==> src/hdl/thm_pkg.sv <==
package thm_pkg;

	// Default number of task slots held in the table.
	localparam int SLOTS_DEF = 16;

	// A tick walks at most this many slots, one result per slot.
	localparam int WALK_MAX = 16;

	// Item kinds.
	localparam logic [1:0] KIND_REGISTER = 2'd0;
	localparam logic [1:0] KIND_CHECKIN  = 2'd1;
	localparam logic [1:0] KIND_TICK     = 2'd2;

	// Result status codes.
	localparam logic [2:0] STATUS_OK       = 3'd0;
	localparam logic [2:0] STATUS_REQUEST  = 3'd1;
	localparam logic [2:0] STATUS_FAULT    = 3'd2;
	localparam logic [2:0] STATUS_UNKNOWN  = 3'd3;
	localparam logic [2:0] STATUS_HALTED   = 3'd4;

	// One input beat.
	typedef struct packed {
		logic [1:0]  kind;
		logic [3:0]  slot;
		logic [31:0] timeout_ms;
		logic [15:0] elapsed_ms;
	} item_t;

	// One result beat.
	typedef struct packed {
		logic [3:0]  result_slot;
		logic        armed;
		logic [2:0]  status;
		logic [31:0] peak_wait_ms;
		logic        last;
	} result_t;

endpackage

==> src/hdl/task_heartbeat_monitor.sv <==
// Heartbeat watchdog over a table of task slots. A register beat arms a slot with its
// timeout, a check-in beat clears the slot's counters, and a tick beat ages every armed
// slot and returns one result per slot (the first min(SLOTS,16) slots) in slot order, the
// final one marked with last. Register and check-in beats pass through the read and emit
// states; a tick visits read and emit for an unarmed slot (or every slot once halted) and
// read, since, wait and emit for an armed slot. This order comes from the single-ported
// slot memory with its registered read and from the one saturating adder and comparator,
// which serve the since-check-in count and the wait count in turn. A stall on the result
// side holds the emit state. The block takes no new beat until the last result of the
// current one has been loaded into the output register. A timeout fault halts the block
// until reset; slot contents are undefined until a slot is registered.
module task_heartbeat_monitor #(
	parameter int SLOTS = thm_pkg::SLOTS_DEF
) (
	input  logic             clk,
	input  logic             arst_n,
	input  logic             item_valid,
	output logic             item_stall,
	input  thm_pkg::item_t   item,
	output logic             result_valid,
	input  logic             result_stall,
	output thm_pkg::result_t result
);

	localparam int IDX_W = (SLOTS > 1) ? $clog2(SLOTS) : 1;
	localparam int WALK  = (SLOTS < thm_pkg::WALK_MAX) ? SLOTS : thm_pkg::WALK_MAX;
	localparam logic [3:0] LAST_SLOT = 4'(WALK - 1);
	localparam logic [6:0] SLOTS_W7  = 7'(SLOTS);

	typedef enum logic [2:0] {
		S_IDLE,
		S_READ,
		S_SINCE,
		S_WAIT,
		S_EMIT
	} state_t;

	// One row of the slot memory.
	typedef struct packed {
		logic [31:0] tmo_ms;
		logic [31:0] since_ms;
		logic [31:0] wait_ms;
		logic [31:0] peak_ms;
		logic        awaiting;
	} row_t;

	state_t           state_q;
	logic [1:0]       kind_q;
	logic [3:0]       slot_q;
	logic [31:0]      tmo_in_q;
	logic [15:0]      elapsed_q;
	logic [SLOTS-1:0] armed_q;
	logic             halted_q;
	logic             result_valid_q;
	thm_pkg::result_t result_q;

	row_t             mem [SLOTS];
	row_t             rd_q;
	logic [31:0]      since_q;
	logic             since_gt_q;
	logic [31:0]      wait_q;
	logic             wait_gt_q;

	logic [IDX_W+3:0] slot_ext;
	logic [IDX_W-1:0] idx;
	logic             slot_ok;
	logic             armed_cur;
	logic             out_free;

	logic [31:0]      add_a;
	logic [32:0]      add_sum;
	logic [31:0]      sat_sum;
	logic             sum_gt_tmo;

	logic             mem_we;
	row_t             wr_row;
	logic             set_halt;
	logic             set_arm;
	thm_pkg::result_t res_d;

	assign item_stall   = (state_q != S_IDLE);
	assign result_valid = result_valid_q;
	assign result       = result_q;

	// Slot index into the table, and whether it names a slot that exists.
	assign slot_ext  = {{IDX_W{1'b0}}, slot_q};
	assign idx       = slot_ext[IDX_W-1:0];
	assign slot_ok   = ({3'b000, slot_q} < SLOTS_W7);
	assign armed_cur = slot_ok ? armed_q[idx] : 1'b0;
	assign out_free  = !result_valid_q || !result_stall;

	// Shared saturating adder and timeout comparator: since-check-in first, then wait.
	assign add_a      = (state_q == S_SINCE) ? rd_q.since_ms : rd_q.wait_ms;
	assign add_sum    = {1'b0, add_a} + {17'b0, elapsed_q};
	assign sat_sum    = add_sum[32] ? 32'hFFFF_FFFF : add_sum[31:0];
	assign sum_gt_tmo = (sat_sum > rd_q.tmo_ms);

	// Result and write-back for the slot in hand.
	always_comb begin
		mem_we   = 1'b0;
		wr_row   = rd_q;
		set_halt = 1'b0;
		set_arm  = 1'b0;
		res_d.result_slot  = slot_q;
		res_d.armed        = armed_cur;
		res_d.status       = thm_pkg::STATUS_OK;
		res_d.peak_wait_ms = armed_cur ? rd_q.peak_ms : 32'd0;
		res_d.last         = 1'b1;
		if (kind_q == thm_pkg::KIND_TICK) begin
			res_d.last = (slot_q == LAST_SLOT);
			if (halted_q) begin
				res_d.status = thm_pkg::STATUS_HALTED;
			end else if (armed_cur) begin
				wr_row.since_ms = since_q;
				if (rd_q.awaiting) begin
					wr_row.wait_ms = wait_q;
					if (wait_q > rd_q.peak_ms) begin
						wr_row.peak_ms = wait_q;
					end
					if (wait_gt_q) begin
						set_halt     = 1'b1;
						res_d.status = thm_pkg::STATUS_FAULT;
					end
				end else if (since_gt_q) begin
					wr_row.wait_ms  = 32'd0;
					wr_row.awaiting = 1'b1;
					res_d.status    = thm_pkg::STATUS_REQUEST;
				end
				res_d.peak_wait_ms = wr_row.peak_ms;
				mem_we = (state_q == S_EMIT) && out_free;
			end
		end else begin
			if (halted_q) begin
				res_d.status = thm_pkg::STATUS_HALTED;
			end else if (!slot_ok) begin
				res_d.armed        = 1'b0;
				res_d.status       = thm_pkg::STATUS_UNKNOWN;
				res_d.peak_wait_ms = 32'd0;
			end else if (kind_q == thm_pkg::KIND_REGISTER) begin
				wr_row.tmo_ms      = tmo_in_q;
				wr_row.since_ms    = 32'd0;
				wr_row.wait_ms     = 32'd0;
				wr_row.peak_ms     = 32'd0;
				wr_row.awaiting    = 1'b0;
				res_d.armed        = 1'b1;
				res_d.peak_wait_ms = 32'd0;
				set_arm = (state_q == S_EMIT) && out_free;
				mem_we  = (state_q == S_EMIT) && out_free;
			end else if (!armed_cur) begin
				res_d.status = thm_pkg::STATUS_UNKNOWN;
			end else begin
				wr_row.since_ms = 32'd0;
				wr_row.wait_ms  = 32'd0;
				wr_row.awaiting = 1'b0;
				mem_we = (state_q == S_EMIT) && out_free;
			end
		end
	end

	// Slot memory with a registered read port.
	always_ff @(posedge clk) begin
		if (mem_we) begin
			mem[idx] <= wr_row;
		end
		if (state_q == S_READ) begin
			rd_q <= mem[idx];
		end
		if (state_q == S_SINCE) begin
			since_q    <= sat_sum;
			since_gt_q <= sum_gt_tmo;
		end
		if (state_q == S_WAIT) begin
			wait_q    <= sat_sum;
			wait_gt_q <= sum_gt_tmo;
		end
	end

	// Sequencer with the armed flags, halt flag and output register.
	always_ff @(posedge clk or negedge arst_n) begin
		if (!arst_n) begin
			state_q        <= S_IDLE;
			armed_q        <= '0;
			halted_q       <= 1'b0;
			result_valid_q <= 1'b0;
			kind_q         <= thm_pkg::KIND_REGISTER;
			slot_q         <= 4'd0;
			tmo_in_q       <= 32'd0;
			elapsed_q      <= 16'd0;
			result_q       <= '0;
		end else begin
			// The emit state reloads the output register itself.
			if (result_valid_q && !result_stall && state_q != S_EMIT) begin
				result_valid_q <= 1'b0;
			end
			unique case (state_q)
				S_IDLE: begin
					if (item_valid) begin
						kind_q    <= item.kind;
						tmo_in_q  <= item.timeout_ms;
						elapsed_q <= item.elapsed_ms;
						if (item.kind == thm_pkg::KIND_TICK) begin
							slot_q  <= 4'd0;
							state_q <= S_READ;
						end else if (item.kind == thm_pkg::KIND_REGISTER ||
								item.kind == thm_pkg::KIND_CHECKIN) begin
							slot_q  <= item.slot;
							state_q <= S_READ;
						end
					end
				end
				S_READ: begin
					if (kind_q == thm_pkg::KIND_TICK && armed_cur && !halted_q) begin
						state_q <= S_SINCE;
					end else begin
						state_q <= S_EMIT;
					end
				end
				S_SINCE: begin
					state_q <= S_WAIT;
				end
				S_WAIT: begin
					state_q <= S_EMIT;
				end
				S_EMIT: begin
					if (out_free) begin
						result_q       <= res_d;
						result_valid_q <= 1'b1;
						if (set_halt) begin
							halted_q <= 1'b1;
						end
						if (set_arm) begin
							armed_q[idx] <= 1'b1;
						end
						if (kind_q == thm_pkg::KIND_TICK && slot_q != LAST_SLOT) begin
							slot_q  <= slot_q + 4'd1;
							state_q <= S_READ;
						end else begin
							state_q <= S_IDLE;
						end
					end
				end
				default: begin
					state_q <= S_IDLE;
				end
			endcase
		end
	end

endmodule
==> config.mk <==
export PLATFORM = sky130hd
export DESIGN_NAME = task_heartbeat_monitor
export DESIGN_NICKNAME = d
export VERILOG_FILES = /design/src/hdl/thm_pkg.sv /design/src/hdl/task_heartbeat_monitor.sv
export SDC_FILE = /design/constraint.sdc
export NUM_CORES = 2
export LEC_CHECK = 0
export BUFFER_PORTS_ARGS = -buffer_cell sky130_fd_sc_hd__buf_2
export CAP_MARGIN = 20
export CORE_MARGIN = 5
export CORE_UTILIZATION = 30
export CTS_CLUSTER_SIZE = 10
export DETAILED_ROUTE_END_ITERATION = 16
export GPL_ROUTABILITY_DRIVEN = 0
export PLACE_DENSITY_LB_ADDON = 0.3
export SLEW_MARGIN = 20
export SYNTH_ARGS = -nofsm -noshare
export SYNTH_HDL_FRONTEND = slang
export SYNTH_SLANG_ARGS = --single-unit
==> constraint.sdc <==
create_clock -name clk -period 12.22 [get_ports clk]
set_input_delay 0.611 -clock clk [delete_from_list [all_inputs] [get_ports clk]]
set_output_delay 0.611 -clock clk [all_outputs]
set_load 0.05 [all_outputs]
==> results.md <==
- Status: finished clean
- Setup TNS: 0 ns
- Clock buffer count from CTS: 282
- Async S/R FF share, synth: 0.0488
- DR WL/cell: 28.6 um
- Die area: 321,000 um2
- Vias in the first global route: 46,800
- Pwr Total: 27.4 mW
- Initial antenna violation count: 22
- NetSw: 8.66 mW
- Max-cap viol count: 0
- Net Sw Frac: 0.317
- Seq cells post-synth: 2,375
- Sequential area share after synthesis: 0.761
- Largest net degree at the start of global routing: 127
- Worst-Skew Late Latency: 0.85 ns
- First-pass DRT Iterations: 5
- Final setup viols: 0
- Hold Crit Start: item[3]
- Final wirelength: 252 mm
- CP Capture Type: flop
- Number of synthesized flops with an enable pin: 2,259
- First-pass GRT wire length: 358 mm
- Fin crit share: 0.603
- RR Startpoint: state_q[1]$_DFFE_PN0P_
- # Post-CTS Setup Buffers: 0
- Peak supply drop: 0.000244 V
- Ys flop type: edfxtp_1
- Root Buffer Master: clkbuf_16
- Syn Nets: 4,365
- Sequential Power Share: 0.436
- Max Clk Rate: 0.136 GHz
- DR vias: 45,100
- Leak: 34.0 nW
- Met2 usage: 0.259
- CP arrival: 7.92 ns
- Share of cells above drive strength 1: 0.282
- Worst Path Max Fanout: 40
- Routed Antenna Nets: 0
- Commonest non-fill, non-tap cell in the layout: edfxtp_1
- Mapped Cells: 4,221
- Clock-pin slew on the worst setup and hold paths: 0.06 ns
- CTS tree: done
- Commonest non-fill, non-tap cells in the layout: edfxtp_1, mux4_2, clkbuf_16
- # port buffers: 100
- GRT busiest layer: met2
- Residual DRC count: 0
- Post-Place Cells: 8,359
- Slew margin rel.: 0.248
- Total grt overflow: 0
- Crit start category: flop
- Nets: 4,705
- WS Path Type: flop to flop
- Io pins: 101
- Netlist cell types: 68
- Final Non-Filler Cells: 8,808
- Post-CTS sizing: 0
- Worst Hold Class: primary input to flop
- Sink Count: 2,375
- Syn Area/Cell: 22.0 um2
- Int Pwr: 18.7 mW
- CTS Buffer Depth: 4
- Synth Cell Area: 92,900 um2
- Area Overhead vs Synth: 15.5%
- Vias per cell: 5.13
- Fin crit period: 7.37 ns
- Power per Cell Area: 255 nW/um2
- Die Y: 567 um
- Comb power frac: 0.293
- Layout fillers: 28,500
- Util after Layout: 0.348
- Met1 Use GR: 0.202
- Area of the multi-input gates: 21,200 um2
- Core area: 309,000 um2
- Yosys warns: 0
- Reg area: 70,800 um2
- H-tree levels: 5
- RSZ-0062 raised after global routing: no
- Met3 Use GR: 0.0236
- Hold Worst Slack: 0.0570 ns
- Setup Skew: 0.0472 ns
- Clock share of power: 0.271
- CP Data Required Time: 12.77 ns
- FP Rows: 204
- DIE WIDTH: 567 um
- Starting density of the core: 0.301
- Final Hold Fails: 0
- DR iter-0 viols: 4,411
- Slew Limit Fails: 0
- Hpwl dp: 137 mm
- Worst setup path startpoint: state_q[1]$_DFFE_PN0P_
- Least-Margin Pin Slew: 1.12 ns
- Gr usage total: 0.153
stage by stage:
| stage | cell area [um2] | setup slack [ns] |
|---|---|---|
| final | 107000 | 4.85 |
| after CTS | 107000 | 4.74 |
| after global placement | 99100 | 4.77 |
| after floorplan | 92900 | 5.25 |
| after global routing | 107000 | 4.40 |
| after detailed placement | 99100 | 4.76 |
final cells by class:
cell class | count | area share
sequential | 2375 | 0.659
multi-input combinational | 1542 | 0.197
clock buffer | 382 | 0.0696
tap | 4120 | 0.0480
timing repair buffer | 276 | 0.0195
clock inverter | 26 | 0.00335
inverter | 84 | 0.00294
antenna | 3 | 0.0000699
sequential cells by signal, summed over array words and instances, names as in the netlist, 16 cells and up:
signal and flops:
elapsed_q 16, rd_q 129, armed_q 16, mem 2064, result 41, since_q 32
tmo_in_q 32, wait_q 32
cells in the mapped netlist, types with 49 or more instances:
| library cell | number | area share |
|---|---|---|
| o21ai_0 | 73 | 0.0039 |
| mux2_2 | 52 | 0.0063 |
| clkbuf_1 | 152 | 0.0061 |
| edfxtp_1 | 2259 | 0.73 |
| inv_1 | 84 | 0.0034 |
| a22o_1 | 87 | 0.0082 |
| buf_1 | 49 | 0.0020 |
| dfrtp_1 | 116 | 0.031 |
| ha_1 | 85 | 0.011 |
| nand3_1 | 52 | 0.0028 |
| mux4_2 | 649 | 0.16 |
| nand2_1 | 155 | 0.0063 |
metal layers:
metal / up-vias / part of all wire
met3: 377 / 0.054
met5: - / 0.000052
met4: 2 / 0.034
li1: 18500 / -
met2: 1447 / 0.50
met1: 24800 / 0.41
cell families (layout without fill, tap and decap cells):
logic type,count (synthesis),count (layout),share of synthesized area
muxes,722,722,0.166
xor gates and xnor gates,13,13,0.00123
DFF,2375,2375,0.761
and+or+nand+nor,361,361,0.0187
adders and majority gates,86,86,0.0117
AOI/OAI and AO/OA,360,360,0.0285
other,0,3,0
buffers and inverters,304,768,0.0128
power groups by stage:
stage | Sequential (mW) | Clock [mW] | Combinational, mW
3_3_place_gp | 12.1 | 0 | 7.89
2_1_floorplan | 11.9 | 0 | 5.27
5_1_grt | 12.0 | 7.91 | 8.64
6_report | 11.9 | 7.41 | 8.02
3_5_place_dp | 12.1 | 0 | 8.03
4_1_cts | 11.9 | 7.58 | 8.08
final timing paths:
check | endpoint | slack, ns | cells past startpoint
worst min register to register | armed_q[14]$_DFFE_PN0P_ | 0.47 | 1
min in group asynchronous | tmo_in_q[21]$_DFFE_PN0P_ | 0.22 | 2
worst min-delay path | elapsed_q[3]$_DFFE_PN0P_ | 0.06 | 2
max in group asynchronous | idx[2]$_DFFE_PN0P_ | 9.90 | 4
worst max-delay path | wait_gt_q$_DFFE_PP_ | 4.85 | 23
worst max register to register | wait_gt_q$_DFFE_PP_ | 4.85 | 23
worst max-delay path, stage by stage, from the launching register on:
cell	delay, ns
dfrtp_1	0.51
or3b_2	0.47
buf_4	0.30
inv_2	0.56
buf_4	0.53
nand2_1	0.10
nand2_1	0.07
ha_1	0.17
inv_1	0.06
fa_1	0.42
nand3b_1	0.22
a2111o_1	0.40
a31oi_1	0.27
nor3_1	0.20
or3_2	0.83
nand2_1	0.23
ha_1	0.27
a21o_1	0.16
a21o_1	0.17
a21o_1	0.16
a21oi_1	0.14
o221ai_1	0.19
a2111oi_0	0.46
a21oi_1	0.16
what timing repair did:
item,in CTS,in global routing
hold endpoints to repair,58,0
setup endpoints to repair,0,0
hold buffers,37,0
Note: power is estimated with default switching activity, not from simulation.
